==> src/rtl/sscp_pkg.sv <==
// Shared types and constants of the serial servo command parser.
`default_nettype none
package sscp_pkg;

   // line buffer length and queue depth
   localparam int LINE_LENGTH_DEFAULT = 32;
   localparam int QUEUE_DEPTH = 2;

   // character codes
   localparam logic [7:0] CHAR_NEWLINE = 8'h0A;
   localparam logic [7:0] CHAR_TAB     = 8'h09;
   localparam logic [7:0] CHAR_CR      = 8'h0D;
   localparam logic [7:0] CHAR_SPACE   = 8'h20;
   localparam logic [7:0] CHAR_PLUS    = 8'h2B;
   localparam logic [7:0] CHAR_MINUS   = 8'h2D;
   localparam logic [7:0] CHAR_ZERO    = 8'h30;
   localparam logic [7:0] CHAR_NINE    = 8'h39;
   localparam logic [7:0] CHAR_X       = 8'h58;
   localparam logic [7:0] CHAR_Y       = 8'h59;

   // angle limits and magnitude saturation
   localparam logic [7:0] ANGLE_MAX = 8'd180;
   localparam logic [7:0] MAG_MAX   = 8'd255;

   // pulse = 500 + (100*angle)/9 ; duty = pulse*8191/20000
   localparam logic [6:0]  ANGLE_SCALE = 7'd100;
   localparam logic [13:0] RECIP_9     = 14'd14564;   // ceil(2^17/9)
   localparam logic [11:0] PULSE_MIN   = 12'd500;
   localparam logic [12:0] DUTY_SCALE  = 13'd8191;
   localparam logic [20:0] RECIP_625   = 21'd1717987; // ceil(2^30/625)

   // one decoded command waiting for the duty calculation
   typedef struct packed {
      logic       channel;
      logic [7:0] angle;
   } sscp_entry_type;

endpackage
`default_nettype wire

==> src/rtl/sscp_if.sv <==
// Handshake channels for received bytes and servo results.
`default_nettype none
interface sscp_req_if;
   logic       valid;
   logic       ready;
   logic [7:0] rx_byte;
   modport source (output valid, output rx_byte, input ready);
   modport sink (input valid, input rx_byte, output ready);
endinterface

interface sscp_rsp_if;
   logic       valid;
   logic       ready;
   logic       servo_channel;
   logic [9:0] duty_value;
   modport source (output valid, output servo_channel, output duty_value, input ready);
   modport sink (input valid, input servo_channel, input duty_value, output ready);
endinterface
`default_nettype wire

==> src/rtl/sscp_front.sv <==
// Line parser: axis letter, atoi-style number, command push on newline.
`default_nettype none
module sscp_front #(
   parameter int LINE_LENGTH = sscp_pkg::LINE_LENGTH_DEFAULT
) (
   input  wire                          clock,
   input  wire                          reset,
   sscp_req_if.sink                     req,
   input  wire                          queue_full,
   output logic                         push,
   output sscp_pkg::sscp_entry_type     push_entry
);

   localparam int POS_W = $clog2(LINE_LENGTH);

   localparam logic [1:0] PHASE_SPACE  = 2'd0;
   localparam logic [1:0] PHASE_DIGITS = 2'd1;
   localparam logic [1:0] PHASE_DONE   = 2'd2;

   logic [POS_W-1:0] pos_ff, pos_in;
   logic [7:0]       axis_ff, axis_in;
   logic [1:0]       phase_ff, phase_in;
   logic             neg_ff, neg_in;
   logic [7:0]       mag_ff, mag_in;

   logic             accept;
   logic [7:0]       b;
   logic             is_digit, is_space, is_sign;
   logic [11:0]      mag_next;
   logic [7:0]       mag_sat;
   logic [POS_W:0]   pos_inc;

   assign req.ready = !queue_full;
   assign accept    = req.valid && req.ready;
   assign b         = req.rx_byte;

   // byte classes
   assign is_digit = (b >= sscp_pkg::CHAR_ZERO) && (b <= sscp_pkg::CHAR_NINE);
   assign is_space = (b == sscp_pkg::CHAR_SPACE) ||
                     ((b >= sscp_pkg::CHAR_TAB) && (b <= sscp_pkg::CHAR_CR));
   assign is_sign  = (b == sscp_pkg::CHAR_PLUS) || (b == sscp_pkg::CHAR_MINUS);

   // magnitude*10 + digit, saturating
   assign mag_next = ({4'd0, mag_ff} << 3) + ({4'd0, mag_ff} << 1) +
                     {8'd0, b[3:0]};
   assign mag_sat  = (mag_next > {4'd0, sscp_pkg::MAG_MAX}) ? sscp_pkg::MAG_MAX
                                                            : mag_next[7:0];
   assign pos_inc  = {1'b0, pos_ff} + 1'b1;

   // command to the queue
   always_comb begin
      push               = accept && (b == sscp_pkg::CHAR_NEWLINE) && (pos_ff != '0) &&
                           ((axis_ff == sscp_pkg::CHAR_X) || (axis_ff == sscp_pkg::CHAR_Y));
      push_entry.channel = (axis_ff == sscp_pkg::CHAR_Y);
      if (neg_ff) begin
         push_entry.angle = 8'd0;
      end else if (mag_ff > sscp_pkg::ANGLE_MAX) begin
         push_entry.angle = sscp_pkg::ANGLE_MAX;
      end else begin
         push_entry.angle = mag_ff;
      end
   end

   // line state update
   always_comb begin
      pos_in   = pos_ff;
      axis_in  = axis_ff;
      phase_in = phase_ff;
      neg_in   = neg_ff;
      mag_in   = mag_ff;
      if (accept) begin
         if (b == sscp_pkg::CHAR_NEWLINE) begin
            pos_in   = '0;
            axis_in  = 8'd0;
            phase_in = PHASE_SPACE;
            neg_in   = 1'b0;
            mag_in   = 8'd0;
         end else if (pos_inc >= (POS_W+1)'(LINE_LENGTH)) begin
            // line full: wrap and start over
            pos_in   = '0;
            axis_in  = 8'd0;
            phase_in = PHASE_SPACE;
            neg_in   = 1'b0;
            mag_in   = 8'd0;
         end else begin
            pos_in = pos_inc[POS_W-1:0];
            if (pos_ff == '0) begin
               axis_in = b;
            end else begin
               unique case (phase_ff)
                  PHASE_SPACE: begin
                     if (is_sign) begin
                        neg_in   = (b == sscp_pkg::CHAR_MINUS);
                        phase_in = PHASE_DIGITS;
                     end else if (is_digit) begin
                        mag_in   = mag_sat;
                        phase_in = PHASE_DIGITS;
                     end else if (!is_space) begin
                        phase_in = PHASE_DONE;
                     end
                  end
                  PHASE_DIGITS: begin
                     if (is_digit) begin
                        mag_in = mag_sat;
                     end else begin
                        phase_in = PHASE_DONE;
                     end
                  end
                  default: begin
                     phase_in = phase_ff;
                  end
               endcase
            end
         end
      end
   end

   always_ff @(posedge clock) begin
      if (reset) begin
         pos_ff   <= '0;
         axis_ff  <= 8'd0;
         phase_ff <= PHASE_SPACE;
         neg_ff   <= 1'b0;
         mag_ff   <= 8'd0;
      end else begin
         pos_ff   <= pos_in;
         axis_ff  <= axis_in;
         phase_ff <= phase_in;
         neg_ff   <= neg_in;
         mag_ff   <= mag_in;
      end
   end

endmodule
`default_nettype wire

==> src/rtl/sscp_queue.sv <==
// Short command queue between parser and duty calculation.
`default_nettype none
module sscp_queue (
   input  wire                           clock,
   input  wire                           reset,
   input  wire                           push,
   input  wire sscp_pkg::sscp_entry_type push_entry,
   output logic                          full,
   output logic                          not_empty,
   input  wire                           pop,
   output sscp_pkg::sscp_entry_type      pop_entry
);

   localparam int DEPTH = sscp_pkg::QUEUE_DEPTH;
   localparam int PTR_W = (DEPTH > 1) ? $clog2(DEPTH) : 1;
   localparam int CNT_W = $clog2(DEPTH + 1);

   sscp_pkg::sscp_entry_type store_ff [DEPTH];
   logic [PTR_W-1:0] wr_ptr_ff, wr_ptr_in;
   logic [PTR_W-1:0] rd_ptr_ff, rd_ptr_in;
   logic [CNT_W-1:0] count_ff, count_in;

   assign full      = (count_ff == CNT_W'(DEPTH));
   assign not_empty = (count_ff != '0);
   assign pop_entry = store_ff[rd_ptr_ff];

   // pointer and fill count
   always_comb begin
      wr_ptr_in = wr_ptr_ff;
      rd_ptr_in = rd_ptr_ff;
      count_in  = count_ff;
      if (push) begin
         wr_ptr_in = (wr_ptr_ff == PTR_W'(DEPTH - 1)) ? '0 : wr_ptr_ff + 1'b1;
      end
      if (pop) begin
         rd_ptr_in = (rd_ptr_ff == PTR_W'(DEPTH - 1)) ? '0 : rd_ptr_ff + 1'b1;
      end
      if (push && !pop) begin
         count_in = count_ff + 1'b1;
      end else if (pop && !push) begin
         count_in = count_ff - 1'b1;
      end
   end

   always_ff @(posedge clock) begin
      if (reset) begin
         wr_ptr_ff <= '0;
         rd_ptr_ff <= '0;
         count_ff  <= '0;
      end else begin
         wr_ptr_ff <= wr_ptr_in;
         rd_ptr_ff <= rd_ptr_in;
         count_ff  <= count_in;
      end
   end

   // entry storage
   always_ff @(posedge clock) begin
      if (push) begin
         store_ff[wr_ptr_ff] <= push_entry;
      end
   end

endmodule
`default_nettype wire

==> src/rtl/sscp_back.sv <==
// Duty calculation sequencer with output register.
`default_nettype none
module sscp_back (
   input  wire                           clock,
   input  wire                           reset,
   input  wire                           not_empty,
   input  wire sscp_pkg::sscp_entry_type pop_entry,
   output logic                          pop,
   sscp_rsp_if.source                    rsp
);

   localparam logic [2:0] ST_IDLE  = 3'd0;
   localparam logic [2:0] ST_DIV9  = 3'd1;
   localparam logic [2:0] ST_SCALE = 3'd2;
   localparam logic [2:0] ST_DIV   = 3'd3;

   logic [2:0]  state_ff, state_in;
   logic        chan_ff, chan_in;
   logic [14:0] x_ff, x_in;
   logic [11:0] pulse_ff, pulse_in;
   logic [24:0] y_ff, y_in;
   logic        out_valid_ff, out_valid_in;
   logic        out_chan_ff, out_chan_in;
   logic [9:0]  out_duty_ff, out_duty_in;

   logic [28:0] prod9;
   logic [40:0] prod625;
   logic        out_free;

   assign rsp.valid         = out_valid_ff;
   assign rsp.servo_channel = out_chan_ff;
   assign rsp.duty_value    = out_duty_ff;
   assign out_free          = !out_valid_ff || rsp.ready;

   // reciprocal products: floor(x/9) and floor((y>>5)/625)
   assign prod9   = x_ff * sscp_pkg::RECIP_9;
   assign prod625 = y_ff[24:5] * sscp_pkg::RECIP_625;

   always_comb begin
      state_in     = state_ff;
      chan_in      = chan_ff;
      x_in         = x_ff;
      pulse_in     = pulse_ff;
      y_in         = y_ff;
      out_chan_in  = out_chan_ff;
      out_duty_in  = out_duty_ff;
      out_valid_in = out_valid_ff && !rsp.ready;
      pop          = 1'b0;
      unique case (state_ff)
         ST_IDLE: begin
            if (not_empty) begin
               pop      = 1'b1;
               chan_in  = pop_entry.channel;
               x_in     = pop_entry.angle * sscp_pkg::ANGLE_SCALE;
               state_in = ST_DIV9;
            end
         end
         ST_DIV9: begin
            pulse_in = sscp_pkg::PULSE_MIN + {1'b0, prod9[27:17]};
            state_in = ST_SCALE;
         end
         ST_SCALE: begin
            y_in     = pulse_ff * sscp_pkg::DUTY_SCALE;
            state_in = ST_DIV;
         end
         ST_DIV: begin
            // hold until the output word is free
            if (out_free) begin
               out_valid_in = 1'b1;
               out_chan_in  = chan_ff;
               out_duty_in  = prod625[39:30];
               state_in     = ST_IDLE;
            end
         end
         default: begin
            state_in = ST_IDLE;
         end
      endcase
   end

   always_ff @(posedge clock) begin
      if (reset) begin
         state_ff     <= ST_IDLE;
         out_valid_ff <= 1'b0;
      end else begin
         state_ff     <= state_in;
         out_valid_ff <= out_valid_in;
      end
   end

   always_ff @(posedge clock) begin
      chan_ff     <= chan_in;
      x_ff        <= x_in;
      pulse_ff    <= pulse_in;
      y_ff        <= y_in;
      out_chan_ff <= out_chan_in;
      out_duty_ff <= out_duty_in;
   end

endmodule
`default_nettype wire

==> src/rtl/serial_servo_command_parser_top.sv <==
// Top level of the serial servo command parser.
//
//   channel   direction  word fields
//   req_chan  in         rx_byte[7:0]
//   rsp_chan  out        servo_channel, duty_value[9:0]
//
// The parser takes one byte per cycle while the command queue has room.
// Each command passes the duty sequencer in order (pop and scale by 100,
// divide by nine, duty scale, divide and output load) before the next pop.
// Synchronous reset clears the line state, queue and output register.
// A stalled result holds the sequencer; the parser keeps taking bytes until
// the queue fills.
`default_nettype none
module serial_servo_command_parser_top #(
   parameter int LINE_LENGTH = sscp_pkg::LINE_LENGTH_DEFAULT
) (
   input wire         clock,
   input wire         reset,
   sscp_req_if.sink   req_chan,
   sscp_rsp_if.source rsp_chan
);

   logic                     queue_full;
   logic                     queue_not_empty;
   logic                     push;
   logic                     pop;
   sscp_pkg::sscp_entry_type push_entry;
   sscp_pkg::sscp_entry_type pop_entry;

   sscp_front #(
      .LINE_LENGTH (LINE_LENGTH)
   ) u_front (
      .clock      (clock),
      .reset      (reset),
      .req        (req_chan),
      .queue_full (queue_full),
      .push       (push),
      .push_entry (push_entry)
   );

   sscp_queue u_queue (
      .clock      (clock),
      .reset      (reset),
      .push       (push),
      .push_entry (push_entry),
      .full       (queue_full),
      .not_empty  (queue_not_empty),
      .pop        (pop),
      .pop_entry  (pop_entry)
   );

   sscp_back u_back (
      .clock     (clock),
      .reset     (reset),
      .not_empty (queue_not_empty),
      .pop_entry (pop_entry),
      .pop       (pop),
      .rsp       (rsp_chan)
   );

endmodule
`default_nettype wire
==> src/flat_wrapper.sv <==
// flat-port wrapper written by rule: the top's interface ports become plain ports
module serial_servo_command_parser_top_flat 
#(
   parameter int LINE_LENGTH = sscp_pkg::LINE_LENGTH_DEFAULT
)
  (clock, reset, req_chan_valid, req_chan_rx_byte, req_chan_ready, rsp_chan_valid, rsp_chan_servo_channel, rsp_chan_duty_value, rsp_chan_ready);
  sscp_req_if req_chan_i ();
  sscp_rsp_if rsp_chan_i ();
  input wire clock;
  input wire reset;
  input wire logic [$bits(req_chan_i.valid)-1:0] req_chan_valid;
  input wire logic [$bits(req_chan_i.rx_byte)-1:0] req_chan_rx_byte;
  output wire logic [$bits(req_chan_i.ready)-1:0] req_chan_ready;
  output wire logic [$bits(rsp_chan_i.valid)-1:0] rsp_chan_valid;
  output wire logic [$bits(rsp_chan_i.servo_channel)-1:0] rsp_chan_servo_channel;
  output wire logic [$bits(rsp_chan_i.duty_value)-1:0] rsp_chan_duty_value;
  input wire logic [$bits(rsp_chan_i.ready)-1:0] rsp_chan_ready;
  assign req_chan_i.valid = req_chan_valid;
  assign req_chan_i.rx_byte = req_chan_rx_byte;
  assign req_chan_ready = req_chan_i.ready;
  assign rsp_chan_valid = rsp_chan_i.valid;
  assign rsp_chan_servo_channel = rsp_chan_i.servo_channel;
  assign rsp_chan_duty_value = rsp_chan_i.duty_value;
  assign rsp_chan_i.ready = rsp_chan_ready;
  serial_servo_command_parser_top #(.LINE_LENGTH(LINE_LENGTH)) u_core (.clock(clock), .reset(reset), .req_chan(req_chan_i), .rsp_chan(rsp_chan_i));
endmodule
==> config.mk <==
export PLATFORM = sky130hd
export DESIGN_NAME = serial_servo_command_parser_top_flat
export DESIGN_NICKNAME = d
export VERILOG_FILES = /design/src/rtl/sscp_pkg.sv /design/src/rtl/sscp_if.sv /design/src/rtl/sscp_front.sv /design/src/rtl/sscp_queue.sv /design/src/rtl/sscp_back.sv /design/src/rtl/serial_servo_command_parser_top.sv /design/src/flat_wrapper.sv
export SDC_FILE = /design/constraint.sdc
export NUM_CORES = 1
export LEC_CHECK = 0
export BUFFER_PORTS_ARGS = -buffer_cell sky130_fd_sc_hd__buf_2
export CAP_MARGIN = 0
export CORE_ASPECT_RATIO = 1.25
export CORE_MARGIN = 1
export CORE_UTILIZATION = 56
export DETAILED_ROUTE_END_ITERATION = 6
export PLACE_DENSITY = 0.72
export SYNTH_ARGS = -nofsm -noshare
export SYNTH_HDL_FRONTEND = slang
export SYNTH_SLANG_ARGS = --single-unit
==> constraint.sdc <==
create_clock -name clock -period 13.5 [get_ports clock]
set_input_delay 2.7 -clock clock [delete_from_list [all_inputs] [get_ports clock]]
set_output_delay 2.7 -clock clock [all_outputs]
set_load 0.03 [all_outputs]
# After elaboration in Yosys (flattened, before gate mapping)
# Memories as Yosys holds them, arrays and structs flattened. A register that Yosys moved wholly into a read port is not among the register bits.
# Index checks and enable logic that the tools add are counted.
[op_classes]
n_eq_ne = 17
reduce_logical = 35
n_addsub = 8
muxes = 42
magnitude_cmp = 7
mul = 4
[op_table]
columns = ["operator", "n"]
rows = [
  ["$mux 8", 11],
  ["$mul 20x21->40 const B", 1],
  ["$mul 12x13->25 const B", 1],
  ["$eq 8x6->1 const B", 3],
  ["$mul 13x12->24 const B", 1],
  ["$mux 2", 9],
  ["$eq 8x7->1 const B", 2],
  ["$pmux 8 s2", 1],
  ["$mux 1", 15],
  ["$mul 8x5->13 const B", 1],
  ["$add 11x9->12", 1],
  ["$add 12x4->12", 1],
  ["$add 9x11->12 const A", 1],
  ["$gt 12x8->1 const B", 1],
  ["$pmux 3 s4", 1],
  ["$mux 5", 2],
  ["$logic_and 1x1->1", 9],
  ["$reduce_bool 3->1", 3],
  ["$eq 8x4->1 const B", 1],
  ["$ge 8x4->1 const B", 1],
  ["$ge 8x6->1 const B", 1],
  ["$gt 8x8->1 const B", 1],
  ["$le 8x4->1 const B", 1],
  ["$le 8x6->1 const B", 1],
  ["other kinds (27)", 43],
]
[totals]
mem_bits_rw = 18
n_memories = 1
out_inout_bits = 13
register_bits = 94
inputBits = 12
[memory_table]
columns = ["memory", "words", "width", "rd", "rd_ports_with_merged_regs", "wr", "line_no", "text"]
rows = [
  ["u_core.u_queue.store_ff", 2, 9, 1, 1, 1, "sscp_queue.sv:18", "sscp_pkg::sscp_entry_type store_ff [DEPTH];"],
]

# Longest topological paths before layout
[depth]
depth_word = 10
ltp_mapped = 26
mapped_depth_nobuf = 26

# Hierarchy
# Synthesis repeated with hierarchy kept, for this count alone.
[unflattened]
hier_cells = 1647
hier_area_um2 = 17344.1
[modules_own_cells]
columns = ["mod", "cells_per_inst", "n_inst", "area_per_inst_um2", "seq_area_each_um2"]
rows = [
  ["sscp_back", 1386, 1, 14735.4, 1771.7],
  ["sscp_front", 211, 1, 1751.7, 480.5],
  ["sscp_queue", 50, 1, 857.1, 640.6],
]

# Worst setup path after synthesis
# No wires, ideal clock.
[synth_path]
path_kind = "register -> register"
from = "register u_core.u_back.y_ff[22]"
to = "register u_core.u_back.out_duty_ff[9], in the netlist u_core.u_back.rsp.duty_value[9], data pin"
required_time_ns = 13.240
setup_slack_ns = 7.203
period_less_slack_ns = 6.297
t_arrival_ns = 6.037
path_buffers = 0
setup_time_ns = 0.260
path_stages_with_launch = 21
cell_sequence = "edfxtp_1 fa_1 inv_1 fa_1 inv_1 fa_1 fa_1 fa_1 fa_1 ha_1 ha_1 a21o_1 a21o_1 a2111oi_2 o31ai_2 nand2b_1 o221ai_2 a211oi_2 a211o_1 a21oi_2 xnor2_1"
[synth_between]
elab_chain_len = 1
[synth_rtl]
columns = ["item", "line_no", "text"]
rows = [
  ["start, declared", "sscp_back.sv:21", "logic [24:0] y_ff, y_in;"],
  ["start signal, assigned", "sscp_back.sv:95", "y_ff <= y_in;"],
  ["$mul 20x21->40", "sscp_back.sv:37", "assign prod625 = y_ff[24:5] * sscp_pkg::RECIP_625;"],
  ["via u_core.u_back.prod625[39]", "sscp_back.sv:27", "logic [40:0] prod625;"],
  ["end signal, assigned", "sscp_back.sv:97", "out_duty_ff <= out_duty_in;"],
  ["end, declared", "sscp_back.sv:24", "logic [9:0] out_duty_ff, out_duty_in;"],
]
# The timed path passes the listed nets, and every way through them passes these cells.
# A chain may end at the register's enable or synchronous reset.

# Worst setup path in the final report
# Ends and elaborated chain as after synthesis.

==> impl_metrics.yaml <==
sta:
  slew_headroom_pct: 21.7
  post-route-min-period_ns: 6.71
  setup_viol: 0
  drv_slew: 0
  whs_ns: 0.436
  final-hold-violation-count: 0
  timing.final.crit_share_pct: 49.7
  timing.setup.tns_ns: 0
  rsz0062_at_grt: "false"
  fin_skew_ns: 0.0203
  worst_pin_slew_ns: 1.17
  clock.fmax_mhz: 149
placed_design:
  hpwl_mm: 30.6
  dpl.cell_count: 2080
  io_buffers: 24
  gp_congestion: 0.981
clocking:
  cts.sinks: 107
  cts.path.max_buffers: 2
  cts.clk_slew.worst_paths_ns: 0.09
  clockRootBuffer: "clkbuf_16"
  cts_resized: 0
  numCtsBuffers: 9
  cts_tree: "yes"
  postCtsSetupRepairBufs: 0
  htreeDepth: 3
  clock_latency_ns: 0.38
  hold_buffers: 0
route:
  drt_iter0_markers: 392
  viasPerCell: 5.33
  via_count: 11200
  ant_nets: 0
  route.detailed.wl_per_inst_um: 16.3
  wl_mm: 34.1
  first_pass_iters: 5
  route.detailed.drc: 0
worst_setup_path:
  worst_setup_path_end_kind: "flip-flop"
  worst_ep_arrival_time_ns: 6.84
  cp-start-kind: "flip-flop"
  critical_path_class: "flip-flop to flip-flop"
  cp.required_ns: 13.63
  crit_fanout: 6
yosys:
  synthFlopType: "edfxtp_1"
  yosys_register_bits: 107
  ys_seq_area_share_pct: 16.7
  netlist_area_um2: 17300
  synth_warnings: 0
  yosys.area.top_type_share_pct: 28.7
  syn_inst: 1668
  synth_edf_count: 75
  synth_top_cell_by_area: "fa_1"
  synth_area_leaders: "fa_1 (29%), ha_1 (26%), edfxtp_1 (13%)"
  synth.distinct_cells: 68
  postSynthAreaPerCell_um2: 10.4
  syn-num-nets: 2293
  synthArstFlopShare_pct: 0
layout:
  diodes: 0
  drive_gt1_share_pct: 4.48
  syn_to_final_growth_pct: 5.16
  fin_nets: 2315
  finalNonFillerCells: 2096
grt:
  grtUsageMet2_pct: 43.5
  antenna_found_initial: 0
  grt_overflow: 0
  grt_pass1_vias: 12000
  top_usage_layer: "met2"
  grt_max_degree: 33
  use_met3_pct: 2.61
  use_met1_pct: 27.2
  grt_pass1_wl_mm: 57.6
  grtUsageTotal_pct: 23.2
outcome:
  status: "finished clean"
die:
  die_x_um: 159
  placementRows: 71
  design.die.area_um2: 31600
  die_y_um: 198
  initial_core_util_pct: 57.2
  coreArea_um2: 30200
  pin_count: 25
flow_run:
  max_cap_viol_count: 0
worst_hold_path:
  hold_path.class: "flip-flop to flip-flop"
[cell families after synthesis]
kind of cell    count (synthesis)  share of synthesized area [%]
flops                         107                           16.7
fa+ha+maj                     613                           55.1
xor+xnor                       68                           3.45
buf+inv                       425                           9.23
compound gates                189                           7.20
simple gates                  253                           7.43
mux                            13                          0.811
[metrics by stage]
stage                     util (%)  worst slack [ns]  cell area (um^2)
after detailed placement      59.1              6.76             17900
after CTS                     60.2              6.78             18200
final                         60.2              6.79             18200
after global routing          60.2              6.54             18200
after floorplan                  -              7.20             17300
after global placement        59.1              6.91             17900
[sequential cells by signal, summed over array words and instances, names as in the netlist, 2 cells and up, named ones only]
signal	flops
u_core.u_back.y_ff	20
u_core.u_queue.store_ff	18
u_core.u_back.x_ff	13
u_core.u_back.pulse_ff	12
u_core.u_back.rsp.duty_value	10
u_core.u_front.axis_ff	8
u_core.u_front.mag_ff	8
u_core.u_front.pos_ff	5
u_core.u_back.state_ff	2
u_core.u_front.phase_ff	2
u_core.u_queue.count_ff	2
[layer usage]
layer  part of all wire [%]  wire (um)
met3                    2.0        692
met2                     53      18200
met4                    3.1       1060
met1                     42      14200
met5                      0          0
[layout make-up]
type / count / area [um^2]
Multi-Input combinational cell: 1136 / 12800
Clock inverter: 7 / 93.8
Timing Repair Buffer: 24 / 120
Tap cell: 401 / 502
Sequential cell: 107 / 2890
Clock buffer: 9 / 225
Fill cell: 2568 / 12000
Inverter: 412 / 1550
[worst max-delay path, stage by stage, from the launching register on]
cell and delay, ns:
edfxtp_1 0.51, fa_1 0.58, inv_1 0.05, fa_1 0.51
inv_1 0.06, fa_1 0.50, fa_1 0.52, fa_1 0.53
fa_1 0.50, ha_1 0.31, ha_1 0.33, a21o_1 0.19
a21o_1 0.18, a2111oi_2 0.39, o31ai_2 0.15, nand2b_1 0.17
o221ai_2 0.29, a211oi_2 0.17, a211o_1 0.32, a21oi_2 0.15
xnor2_1 0.07
[Yosys cell counts, types with 3 or more instances]
master	instances
nand2b_1	12
o22ai_1	4
a211oi_1	10
nand2_1	38
mux2_2	8
nor3_1	22
a211o_1	4
or3_1	8
nor2b_1	11
xor2_1	22
o21bai_1	6
inv_1	412
mux2i_1	5
a21o_1	15
nor2_1	83
nor4_1	3
o21ai_0	32
a21oi_1	60
dfxtp_1	32
o31ai_1	3
and2_1	10
clkbuf_1	12
o21ai_1	6
and3_1	9
a31oi_1	8
fa_1	248
a311oi_1	3
nand3_1	17
or2_2	10
nand4_1	12
xnor2_1	46
ha_1	365
a22oi_1	10
edfxtp_1	75
o21a_1	5
[cell usage in the layout, fill, tap and decap left out, types with 6 or more instances in the layout]
master	instances
clkbuf_16	9
a21oi_1	60
and3_1	9
dfxtp_1	32
nand4_1	12
o21bai_1	6
and2_1	10
edfxtp_1	75
o21ai_1	6
nor2_1	83
or3_1	8
a22oi_1	10
o21ai_0	32
nor2b_1	11
xor2_1	22
inv_1	412
nand2_1	38
nand3_1	17
buf_2	24
ha_1	365
nand2b_1	12
a21o_1	15
a211oi_1	10
xnor2_1	46
a31oi_1	8
or2_2	10
mux2_2	8
nor3_1	22
fa_1	248
[worst paths after layout]
kind                                          from                                         to  slack (ns)  cells past startpoint
setup reg to reg  u_core.u_back.y_ff[22]$_DFFE_PP_  u_core.u_back.rsp.duty_value[9]$_DFFE_PP_        6.79                     20
hold / removal     u_core.u_back.chan_ff$_DFFE_PP_  u_core.u_back.rsp.servo_channel$_DFFE_PP_        0.44                      0
hold reg to reg    u_core.u_back.chan_ff$_DFFE_PP_  u_core.u_back.rsp.servo_channel$_DFFE_PP_        0.44                      0
setup / recovery  u_core.u_back.y_ff[22]$_DFFE_PP_  u_core.u_back.rsp.duty_value[9]$_DFFE_PP_        6.79                     20
Power is left out: the tool's default activity adds up to more than one toggle a clock period on the data nets, which glitch-free logic cannot reach.
